==> src/design/ted_pkg.sv <==
`default_nettype none
package ted_pkg;

    localparam int unsigned WindowWidth = 16;
    localparam logic [WindowWidth-1:0] WindowReset = 16'd1024;
    localparam logic [WindowWidth-1:0] PosMax = '1;

    typedef enum logic [2:0] {
        CODE_SJIS    = 3'd0,
        CODE_EUC     = 3'd1,
        CODE_UTF8    = 3'd2,
        CODE_UTF16LE = 3'd3,
        CODE_UTF16BE = 3'd4
    } t_code;

    typedef struct packed {
        logic utf8_ok;
        logic sjis_ok;
        logic euc_ok;
    } t_verdict;

    typedef enum logic [1:0] {
        EUC_KIND_FULL = 2'd0,
        EUC_KIND_KANA = 2'd1,
        EUC_KIND_EXT  = 2'd2
    } t_euc_kind;

endpackage
`default_nettype wire

==> src/design/text_encoding_detector.sv <==
`default_nettype none
// Classifies one text, fed one byte per request with tlast on its final byte, as
// Shift-JIS, EUC-JP, UTF-8, UTF-16LE or UTF-16BE. A byte order mark in the first
// bytes decides outright (tuser = 1); otherwise UTF-8, Shift-JIS and EUC-JP
// validators, which start characters only in the first window_bytes bytes, pick
// the code. One result follows each last byte, in the cycle after it is taken.
// A byte is taken every cycle unless a result waits unaccepted: all validator and
// mark logic sits between the accepted byte and the result register.
module text_encoding_detector
    import ted_pkg::*;
(
    input  wire logic                   i_clk,
    input  wire logic                   i_rst_n,
    input  wire logic                   i_cfg_valid,
    output logic                        o_cfg_ready,
    input  wire logic [WindowWidth-1:0] i_cfg_data,   // window_bytes
    input  wire logic                   i_s_tvalid,
    output logic                        o_s_tready,
    input  wire logic [7:0]             i_s_tdata,    // data_byte
    input  wire logic                   i_s_tlast,
    output logic                        o_m_tvalid,
    input  wire logic                   i_m_tready,
    output logic [7:0]                  o_m_tdata,    // code[2:0], zero fill
    output logic                        o_m_tuser     // from_mark
);

    logic [WindowWidth-1:0] r_window;
    logic [WindowWidth-1:0] r_pos, n_pos;
    logic [23:0]            r_head, n_head;
    logic                   r_out_valid;
    t_code                  r_code, n_code;
    logic                   r_mark, n_mark;
    logic                   acc;
    t_verdict               verdict;

    assign o_cfg_ready = 1'b1;
    assign o_s_tready  = !r_out_valid || i_m_tready;
    assign acc         = i_s_tvalid && o_s_tready;

    ted_validate u_validate (
        .i_clk     (i_clk),
        .i_rst_n   (i_rst_n),
        .i_en      (acc),
        .i_last    (i_s_tlast),
        .i_start   (r_pos < r_window),
        .i_byte    (i_s_tdata),
        .o_verdict (verdict)
    );

    always_comb begin
        n_head = r_head;
        case (r_pos)
            16'd0:   n_head[7:0]   = i_s_tdata;
            16'd1:   n_head[15:8]  = i_s_tdata;
            16'd2:   n_head[23:16] = i_s_tdata;
            default: n_head = r_head;
        endcase
        n_pos = (r_pos == PosMax) ? r_pos : r_pos + 16'd1;
    end

    always_comb begin
        n_mark = 1'b1;
        if (n_pos >= 16'd2 && n_head[7:0] == 8'hff && n_head[15:8] == 8'hfe) begin
            n_code = CODE_UTF16LE;
        end else if (n_pos >= 16'd2 && n_head[7:0] == 8'hfe && n_head[15:8] == 8'hff) begin
            n_code = CODE_UTF16BE;
        end else if (n_pos >= 16'd3 && n_head == 24'hbfbbef) begin
            n_code = CODE_UTF8;
        end else begin
            n_mark = 1'b0;
            if (verdict.utf8_ok) n_code = CODE_UTF8;
            else if (!verdict.sjis_ok && !verdict.euc_ok) n_code = CODE_UTF16LE;
            else if (verdict.sjis_ok && !verdict.euc_ok) n_code = CODE_SJIS;
            else n_code = CODE_EUC;
        end
    end

    always_ff @(posedge i_clk) begin
        if (!i_rst_n) begin
            r_window <= WindowReset;
        end else if (i_cfg_valid) begin
            r_window <= i_cfg_data;
        end
    end

    always_ff @(posedge i_clk) begin
        if (!i_rst_n) begin
            r_pos       <= '0;
            r_head      <= '0;
            r_out_valid <= 1'b0;
        end else begin
            if (acc) begin
                r_pos  <= i_s_tlast ? '0 : n_pos;
                r_head <= i_s_tlast ? '0 : n_head;
            end
            if (acc && i_s_tlast) r_out_valid <= 1'b1;
            else if (i_m_tready) r_out_valid <= 1'b0;
        end
    end

    always_ff @(posedge i_clk) begin
        if (acc && i_s_tlast) begin
            r_code <= n_code;
            r_mark <= n_mark;
        end
    end

    assign o_m_tvalid = r_out_valid;
    assign o_m_tdata  = {5'd0, r_code};
    assign o_m_tuser  = r_mark;

    a_result_from_last: assert property (@(posedge i_clk) disable iff (!i_rst_n)
        $rose(o_m_tvalid) |-> $past(acc && i_s_tlast))
        else $error("result without a last byte");

    a_text_restart: assert property (@(posedge i_clk) disable iff (!i_rst_n)
        acc && i_s_tlast |=> r_pos == '0 && r_head == '0)
        else $error("text state not cleared after last byte");

    a_mark_codes: assert property (@(posedge i_clk) disable iff (!i_rst_n)
        o_m_tvalid && o_m_tuser |-> r_code == CODE_UTF8 || r_code == CODE_UTF16LE
            || r_code == CODE_UTF16BE)
        else $error("byte order mark with a non-Unicode code");

    a_no_overrun: assert property (@(posedge i_clk) disable iff (!i_rst_n)
        o_m_tvalid && !i_m_tready |-> !acc)
        else $error("byte taken while result is stalled");

endmodule
`default_nettype wire

==> src/design/ted_validate.sv <==
`default_nettype none
module ted_validate
    import ted_pkg::*;
(
    input  wire logic       i_clk,
    input  wire logic       i_rst_n,
    input  wire logic       i_en,
    input  wire logic       i_last,
    input  wire logic       i_start,
    input  wire logic [7:0] i_byte,
    output t_verdict        o_verdict
);

    logic [2:0] r_u_pend, n_u_pend;
    logic       r_u_ok, n_u_ok;
    logic       r_s_pend, n_s_pend;
    logic       r_s_ok, n_s_ok;
    logic [1:0] r_e_pend, n_e_pend;
    t_euc_kind  r_e_kind, n_e_kind;
    logic       r_e_ok, n_e_ok;

    always_comb begin
        n_u_pend = r_u_pend;
        n_u_ok   = r_u_ok;
        if (r_u_ok) begin
            if (r_u_pend != 3'd0) begin
                if (!(i_byte inside {[8'h80:8'hbf]})) n_u_ok = 1'b0;
                n_u_pend = r_u_pend - 3'd1;
            end else if (i_start && i_byte[7]) begin
                if (i_byte <= 8'hc1 || i_byte >= 8'hfe) n_u_ok = 1'b0;
                else if (i_byte >= 8'hfc) n_u_pend = 3'd5;
                else if (i_byte >= 8'hf8) n_u_pend = 3'd4;
                else if (i_byte >= 8'hf0) n_u_pend = 3'd3;
                else if (i_byte >= 8'he0) n_u_pend = 3'd2;
                else n_u_pend = 3'd1;
            end
        end
    end

    always_comb begin
        n_s_pend = r_s_pend;
        n_s_ok   = r_s_ok;
        if (r_s_ok) begin
            if (r_s_pend) begin
                if (!(i_byte inside {[8'h40:8'h7e], [8'h80:8'hfc]})) n_s_ok = 1'b0;
                n_s_pend = 1'b0;
            end else if (i_start) begin
                if (i_byte inside {[8'h81:8'h9f], [8'he0:8'hfc]}) n_s_pend = 1'b1;
                else if (!(i_byte < 8'h80 || i_byte inside {[8'ha1:8'hdf]})) n_s_ok = 1'b0;
            end
        end
    end

    always_comb begin
        n_e_pend = r_e_pend;
        n_e_kind = r_e_kind;
        n_e_ok   = r_e_ok;
        if (r_e_ok) begin
            if (r_e_pend != 2'd0) begin
                if (r_e_kind == EUC_KIND_KANA) begin
                    if (!(i_byte inside {[8'ha1:8'hdf]})) n_e_ok = 1'b0;
                end else begin
                    if (!(i_byte inside {[8'ha1:8'hfe]})) n_e_ok = 1'b0;
                end
                n_e_pend = r_e_pend - 2'd1;
            end else if (i_start && i_byte[7]) begin
                if (i_byte inside {[8'ha1:8'hfe]}) begin
                    n_e_pend = 2'd1;
                    n_e_kind = EUC_KIND_FULL;
                end else if (i_byte == 8'h8e) begin
                    n_e_pend = 2'd1;
                    n_e_kind = EUC_KIND_KANA;
                end else if (i_byte == 8'h8f) begin
                    n_e_pend = 2'd2;
                    n_e_kind = EUC_KIND_EXT;
                end else begin
                    n_e_ok = 1'b0;
                end
            end
        end
    end

    assign o_verdict.utf8_ok = n_u_ok && (n_u_pend == 3'd0);
    assign o_verdict.sjis_ok = n_s_ok && !n_s_pend;
    assign o_verdict.euc_ok  = n_e_ok && (n_e_pend == 2'd0);

    always_ff @(posedge i_clk) begin
        if (!i_rst_n || (i_en && i_last)) begin
            r_u_pend <= '0;
            r_u_ok   <= 1'b1;
            r_s_pend <= 1'b0;
            r_s_ok   <= 1'b1;
            r_e_pend <= '0;
            r_e_kind <= EUC_KIND_FULL;
            r_e_ok   <= 1'b1;
        end else if (i_en) begin
            r_u_pend <= n_u_pend;
            r_u_ok   <= n_u_ok;
            r_s_pend <= n_s_pend;
            r_s_ok   <= n_s_ok;
            r_e_pend <= n_e_pend;
            r_e_kind <= n_e_kind;
            r_e_ok   <= n_e_ok;
        end
    end

endmodule
`default_nettype wire

==> config.mk <==
export PLATFORM = sky130hd
export DESIGN_NAME = text_encoding_detector
export DESIGN_NICKNAME = d
export VERILOG_FILES = /design/src/design/ted_pkg.sv /design/src/design/text_encoding_detector.sv /design/src/design/ted_validate.sv
export SDC_FILE = /design/constraint.sdc
export NUM_CORES = 1
export LEC_CHECK = 0
export BUFFER_PORTS_ARGS = -buffer_cell sky130_fd_sc_hd__buf_4
export CORE_ASPECT_RATIO = 2
export CORE_MARGIN = 4
export CORE_UTILIZATION = 49
export DETAILED_ROUTE_END_ITERATION = 6
export PLACE_DENSITY = 0.7
export SYNTH_ARGS = -nofsm -noshare
export SYNTH_HDL_FRONTEND = slang
export SYNTH_SLANG_ARGS = --single-unit
==> constraint.sdc <==
create_clock -name i_clk -period 2.5 [get_ports i_clk]
set_input_delay 0.125 -clock i_clk [delete_from_list [all_inputs] [get_ports i_clk]]
set_output_delay 0.125 -clock i_clk [all_outputs]
set_load 0.01 [all_outputs]
# ---- Word-level counts from Yosys, hierarchy flattened
# Cells that the tools add are included.
dict set report classes {
  addsub 3
  n_mul 0
  n_div 0
  magnitude_cmp 20
  n_eq_ne 11
  shifts 0
  mux 55
  bitwise_logic 1
  n_reduce_logical 40
}
# cell n
set op_table {}
lappend op_table {{>= comparator 8 bit (second input constant)} 8}
lappend op_table {{== test 8 bit (second input constant)} 6}
lappend op_table {{<= comparator 8 bit (second input constant)} 6}
lappend op_table {{>= comparator 16 x 2 -> 1 bit (second input constant)} 2}
lappend op_table {{2-to-1 mux 16 bit} 2}
lappend op_table {{2-to-1 mux 1 bit} 28}
lappend op_table {{2-to-1 mux 2 bit} 13}
lappend op_table {{== test 24 bit (second input constant)} 1}
lappend op_table {{2-to-1 mux 24 bit} 1}
lappend op_table {{2-to-1 mux 3 bit} 8}
lappend op_table {{2-to-1 mux 8 bit} 3}
lappend op_table {{logical AND 1 bit} 20}
lappend op_table {{adder 16 x 1 -> 16 bit (second input constant)} 1}
lappend op_table {{== test 16 x 1 -> 1 bit (second input constant)} 1}
lappend op_table {{== test 16 bit (second input constant)} 1}
lappend op_table {{== test 16 x 2 -> 1 bit (second input constant)} 1}
lappend op_table {{zero test 16 bit} 1}
lappend op_table {{less-than comparator 16 bit} 1}
lappend op_table {{>= comparator 8 x 7 -> 1 bit (second input constant)} 1}
lappend op_table {{<= comparator 8 x 7 -> 1 bit (second input constant)} 1}
lappend op_table {{less-than comparator 8 bit (second input constant)} 1}
lappend op_table {{nonzero test 2 bit} 4}
lappend op_table {{nonzero test 3 bit} 2}
lappend op_table {{zero test 1 bit} 5}
lappend op_table {{other kinds (9)} 12}
dict set report word_totals {
  regBits 72
  latchBits 0
  mem_bits_rw 0
  romBits 0
  input_bits 30
  output_inout_bits 12
  word_cells 143
  memories 0
}

# ---- Depth between registers and ports, before layout
dict set report logic_depth {
  ltp_word 16
  depth_mapped 11
  mapped_depth_nobuf 10
}

# ---- By module
# From an unflattened synthesis, not the netlist that was laid out.
dict set report hier_totals {
  cells_unflattened 556
  area_unflattened_um2 4643.2
}
# module n_inst cells_each area_each_um2 seq_area_each_um2
set by_module_without_submodules {}
lappend by_module_without_submodules {text_encoding_detector 1 432 3713.6 1261.2}
lappend by_module_without_submodules {ted_validate 1 124 929.6 220.2}

# ---- Worst setup path before layout
# No wires, ideal clock.
dict set report synth_timing {
  path_kind {register to register}
  startpoint {reg r_pos[0]}
  endpoint {reg r_mark (netlist: o_m_tuser) (data pin)}
  setup_ns 0.259
  arrival_time_ns 2.437
  t_required_ns 2.241
  slack_ns -0.196
  stages_incl_launch_ff 10
  path_cell_list {dfxtp_1 ha_1 clkbuf_2 nand4_1 nor4_1 mux2_2 nor3_1 and4_2 a311oi_2 a211o_2}
}
dict set report synth_via {
  elab_chain_len 6
}
# element line_no
set synth_rtl {}
lappend synth_rtl {{start: declaration} text_encoding_detector.sv:28} ;# logic [WindowWidth-1:0] r_pos, n_pos;
lappend synth_rtl {{start signal: assignment} text_encoding_detector.sv:93} ;# r_pos <= i_s_tlast ? '0 : n_pos;
lappend synth_rtl {{adder 16 x 1 -> 16 bit, or another cell as far along} text_encoding_detector.sv:58} ;# n_pos = (r_pos == PosMax) ? r_pos : r_pos + 16'd1;
lappend synth_rtl {{2-to-1 mux 16 bit or 2-to-1 mux 8 bit (tied branches)} {text_encoding_detector.sv:58, text_encoding_detector.sv:52}}
lappend synth_rtl {{>= comparator 16 x 2 -> 1 bit, or another cell as far along} {text_encoding_detector.sv:63, text_encoding_detector.sv:65}}
lappend synth_rtl {{logical AND 1 bit (on tied branches) (2 in a row)} {text_encoding_detector.sv:63, text_encoding_detector.sv:65}}
lappend synth_rtl {{OR reduction 2 bit (no line)} -}
lappend synth_rtl {{end signal: assignment} text_encoding_detector.sv:104} ;# r_mark <= n_mark;
lappend synth_rtl {{end: declaration} text_encoding_detector.sv:32} ;# logic r_mark, n_mark;
# Several ways; a longest one is shown, not always the timed one.
# A chain may end at the register's enable or synchronous reset.

# ---- Final worst setup path
dict set report layout_timing {
  startpoint {reg r_window[1]}
  endpoint {reg r_code[1] (data pin)}
}
dict set report layout_via {
  elab_chain_len 13
}
# element line_no
set layout_rtl {}
lappend layout_rtl {{start: declaration} text_encoding_detector.sv:27} ;# logic [WindowWidth-1:0] r_window;
lappend layout_rtl {{start signal: assignment} text_encoding_detector.sv:80} ;# r_window <= WindowReset;
lappend layout_rtl {{start signal: assignment} text_encoding_detector.sv:82} ;# r_window <= i_cfg_data;
lappend layout_rtl {{less-than comparator 16 bit (*)} text_encoding_detector.sv:45} ;# .i_start (r_pos < r_window),
lappend layout_rtl {{logical AND 1 bit} {ted_validate.sv:29, ted_validate.sv:66}}
lappend layout_rtl {{2-to-1 mux 2 bit} ted_validate.sv:66} ;# end else if (i_start && i_byte[7]) begin
lappend layout_rtl {{2-to-1 mux 2 bit} ted_validate.sv:59} ;# if (r_e_pend != 2'd0) begin
lappend layout_rtl {{2-to-1 mux 2 bit} ted_validate.sv:58} ;# if (r_e_ok) begin
lappend layout_rtl {{zero test 2 bit} ted_validate.sv:85} ;# assign o_verdict.euc_ok = n_e_ok && (n_e_pend == 2'd0);
lappend layout_rtl {{logical AND 1 bit} ted_validate.sv:85}
lappend layout_rtl {{zero test 1 bit} text_encoding_detector.sv:72} ;# else if (!verdict.sjis_ok && !verdict.euc_ok) n_code = CODE_UTF16LE;
lappend layout_rtl {{logical AND 1 bit} text_encoding_detector.sv:72}
lappend layout_rtl {{2-to-1 mux 2 bit} text_encoding_detector.sv:72}
lappend layout_rtl {{2-to-1 mux 2 bit (*)} text_encoding_detector.sv:71} ;# if (verdict.utf8_ok) n_code = CODE_UTF8;
lappend layout_rtl {{2-to-1 mux 2 bit (*)} text_encoding_detector.sv:67} ;# end else if (n_pos >= 16'd3 && n_head == 24'hbfbbef) begin
lappend layout_rtl {{2-to-1 mux 3 bit (*)} text_encoding_detector.sv:65} ;# end else if (n_pos >= 16'd2 && n_head[7:0] == 8'hfe && n_head[15:8] == 8'hff) begin
lappend layout_rtl {{end signal: assignment} text_encoding_detector.sv:103} ;# r_code <= n_code;
lappend layout_rtl {{end: declaration} text_encoding_detector.sv:31} ;# t_code r_code, n_code;
# Every way passes the cells marked *; elsewhere a longest branch is shown, timed or not.

==> impl_metrics.py <==
metrics = {
    "pwr": {
        "ir_drop_mv": 0.448,
        "power_per_cell_area_mw_per_mm2": 504,
        "switching_share_pct": 27.3,
        "gate_power_share_pct": 16.7,
        "cell_internal_pwr_mw": 2.28,
        "power.share.clock_pct": 44.1,
        "p_leak_nw": 2.57,
        "power_switching_mw": 0.857,
        "report.power.total_mw": 3.13,
        "part_of_the_total_power_dissipated_in_sequential_elements_pct": 39.1,
    },
    "routing": {
        "final_antenna_net_count": 0,
        "post-route-drc-count": 0,
        "routed-via-count": 4905,
        "detail_routed_net_length_per_standard_cell_um": 19.5,
        "drt_first_pass_iters": 5,
        "iteration_0_drc_markers": 325,
        "routed_via_density": 6.24,
        "routed_wl_um": 15300,
    },
    "sta": {
        "final_max_slew_viol_count": 0,
        "fin_worst_skew_ns": 0.0119,
        "fin_ws_ns": -0.176,
        "max_slew.worst_pin.slew_ns": 0.562,
        "setup-tns-final_ns": -0.711,
        "finalWorstPathRequiredPeriod_ns": 2.68,
        "timing.final.crit_share_pct": 107,
        "rsz_0062_raised_after_global_routing": "yes",
        "hold_viol_final": 0,
        "slew-limit-headroom_pct": 62.3,
        "setup_viol": 6,
        "clock.fmax_ghz": 0.374,
    },
    "setup_path": {
        "critPathCapture": "r_code[1]",
        "crit_fanout": 5,
        "criticalPathCategory": "flip-flop to flip-flop",
        "crit_path_top_delay_cell": "sky130_fd_sc_hd__o311ai_1",
        "cp_cell_sequence": "inv_1 -> ha_1 -> a2111oi_2 -> o311a_1 -> o211ai_1 -> buf_4 -> o311ai_1 -> a2bb2oi_1 -> a21oi_1 -> a21oi_2",
        "timing.critical_path.slowest_cell_delay_ns": 0.38,
        "number_of_cells_traversed_by_the_worst_register_to_register_path": 10,
        "timing.critical_path.from": "r_window[1]",
        "cp.required_ns": 2.70,
        "rr_endpoint": "r_code[1]",
        "cp_data_arrival_time_ns": 2.88,
        "critical_path.startpoint_type": "flip-flop",
        "reg2reg_setup_slack_ns": -0.18,
        "reg2reg_from": "r_window[1]",
        "worst_setup_path_end_kind": "flip-flop",
    },
    "die": {
        "top_level_ports": 42,
        "height_of_the_die_um": 146,
        "core_area_mm2": 0.00932,
        "die_w_um": 77.0,
        "site_row_count": 50,
        "floorplan.die_area_mm2": 0.0112,
        "initial_core_util_pct": 50.0,
    },
    "yosys": {
        "post_synth_instance_area_mm2": 0.00466,
        "ys_ff_latch": 72,
        "synth_top_flop_cell": "sky130_fd_sc_hd__dfxtp_1",
        "synth-edff-count": 4,
        "dominant_cells_by_area_after_synthesis": "sky130_fd_sc_hd__dfxtp_1 29%, sky130_fd_sc_hd__nor2b_1 7.4%, sky130_fd_sc_hd__ha_1 5.6%, sky130_fd_sc_hd__mux2i_1 4.9%, sky130_fd_sc_hd__a22oi_1 4.8%",
        "netlist-cell-type-count": 72,
        "netlist.area_leader.share_pct": 29.2,
        "synth-warning-count": 0,
        "yosys.area.top_type": "sky130_fd_sc_hd__dfxtp_1",
        "synth_cells": 571,
        "seq_area_frac_synth_pct": 31.8,
        "postSynthAreaPerCell_um2": 8.16,
        "synth-async-reset-ratio_pct": 0,
    },
    "clock_tree": {
        "numCtsBuffers": 9,
        "clock_latency_ns": 0.35,
        "tritoncts": "built",
        "cts.path.max_buffers": 2,
        "cts-hold-fix-buffers": 0,
        "clock_tree.root_cell": "sky130_fd_sc_hd__clkbuf_16",
        "clk_transition_reported_paths_ns": 0.07,
        "count_of_h_tree_levels_built_during_cts": 3,
        "numClockSinks": 72,
    },
    "cells_and_area": {
        "design.final.nets": 728,
        "final_standard_cell_count_with_taps_included_and_fillers_excluded": 786,
        "final_layout_size_suffix_gt1_share_pct": 32.8,
        "layout_common_cells": "126 x sky130_fd_sc_hd__buf_4, 55 x sky130_fd_sc_hd__nor2b_1, 50 x sky130_fd_sc_hd__dfxtp_1, 40 x sky130_fd_sc_hd__nand2_1",
        "n_fill_cell": 790,
        "layout_overhead_on_the_synthesized_area_pct": 33.5,
        "multi_input_area_mm2": 0.00313,
        "design_area_final_mm2": 0.00622,
        "final_common_cell": "sky130_fd_sc_hd__buf_4",
        "antenna_diode_count": 0,
        "area_taken_by_flip_flops_and_latches_mm2": 0.00151,
    },
    "hold_path": {
        "hold_path_class": "input port to flip-flop",
    },
    "outcome": {
        "failed_checks": "setup timing",
        "run_status": "finished, violations left",
    },
    "placement": {
        "placed_wire_length_estimate_um": 11300,
        "placed_area_mm2": 0.00560,
        "place.port_buffers": 35,
        "globalplace.congestion": 1.02,
        "dp_cells": 765,
    },
    "grt": {
        "grt_use_total_pct": 27.5,
        "grt_antenna_before_repair": 0,
        "globalRoute.totalOverflow": 0,
        "global_route_wire_length_before_repair_um": 24400,
        "maximum_number_of_pins_on_one_net_before_global_route_repair": 40,
        "number_of_global_route_vias_before_repair": 5056,
    },
    "run": {
        "max-cap-violations": 0,
    },
}
flip-flops by register name, indices dropped and copies added (netlist names), 2 cells and up:
| register | count |
|---|---|
| u_validate.r_e_kind | 2 |
| u_validate.r_u_pend | 3 |
| r_window | 16 |
| r_code | 3 |
| u_validate.r_e_pend | 2 |
| r_head | 24 |
| r_pos | 16 |
metal layers:
layer | GRT usage, % | routed length (µm) | vias to the layer above
met5 | 0 | 0 | -
li1 | - | - | 2289
met2 | 51.2 | 8400 | 193
met1 | 25.8 | 5260 | 2350
met3 | 4.77 | 608 | 73
met4 | 21.4 | 1040 | 0
metrics by stage:
| step | util, % | worst slack [ns] | hold slack (ns) |
|---|---|---|---|
| 2_1_floorplan | - | -0.0198 | 0.255 |
| 3_3_place_gp | 60.1 | -0.290 | 0.365 |
| 3_5_place_dp | 60.1 | -0.364 | 0.373 |
| 4_1_cts | 65.3 | -0.212 | 0.0155 |
| 5_1_grt | 66.8 | -0.307 | 0.0517 |
| 6_report | 66.8 | -0.176 | 0.0194 |
how the worst min path moves through the flow:
stage / start / end / cells past startpoint
finish: i_cfg_data[10] / r_window[10] / 3
floorplan: i_cfg_data[10] / r_window[10] / 2
global placement: i_cfg_data[10] / r_window[10] / 3
detailed placement: i_cfg_data[10] / r_window[10] / 3
CTS: i_cfg_data[10] / r_window[10] / 3
global route: i_cfg_data[10] / r_window[10] / 3
Yosys cell counts, types with 10 or more instances:
cell type and count:
sky130_fd_sc_hd__nand3_1 12, sky130_fd_sc_hd__nor2b_1 55, sky130_fd_sc_hd__a21oi_1 26, sky130_fd_sc_hd__ha_1 21, sky130_fd_sc_hd__a22oi_1 30, sky130_fd_sc_hd__dfxtp_1 68
sky130_fd_sc_hd__clkbuf_1 23, sky130_fd_sc_hd__buf_2 10, sky130_fd_sc_hd__nand4_1 17, sky130_fd_sc_hd__mux2i_1 23, sky130_fd_sc_hd__o21ai_0 26, sky130_fd_sc_hd__inv_1 34
sky130_fd_sc_hd__nand2_1 42, sky130_fd_sc_hd__nor3_1 11, sky130_fd_sc_hd__nor2_1 31
final cells by class:
class | instances | share of cell area (%)
inverter | 34 | 2.05
tap | 104 | 2.09
timing repair buffer | 132 | 16.2
multi-input combinational | 428 | 50.4
clock buffer | 11 | 4.08
clock inverter | 5 | 0.965
sequential | 72 | 24.3
critical path, delay by kind of cell, from the launching register on:
| kind | cells | cell delay, ns |
|---|---|---|
| compound gates | 7 | 1.66 |
| flops | 1 | 0.34 |
| fa+ha+maj | 1 | 0.30 |
| buf+inv | 2 | 0.25 |
power groups by stage:
stage | Sequential, mW | Clock (mW) | Combinational (mW)
finish | 1.23 | 1.38 | 0.525
global route | 1.23 | 1.44 | 0.576
CTS | 1.23 | 1.40 | 0.508
detailed placement | 1.25 | 0 | 0.479
global placement | 1.25 | 0 | 0.467
floorplan | 1.24 | 0 | 0.296
cells by family after synthesis:
kind of cell | after synthesis | share of synthesized area (%)
xor+xnor | 3 | 0.564
fa+ha+maj | 22 | 5.85
mux | 25 | 5.42
buf+inv | 75 | 6.85
compound gates | 142 | 21.1
other cells | 2 | 0.161
flops | 72 | 31.8
simple gates | 230 | 28.3
what timing repair did:
item                       CTS  global route
resized for setup           37            34
gates cloned                 1             0
pin swaps                   17            12
buffers inserted             2             3
setup endpoints to repair   10            13
Note: power is estimated with default switching activity, not from simulation.
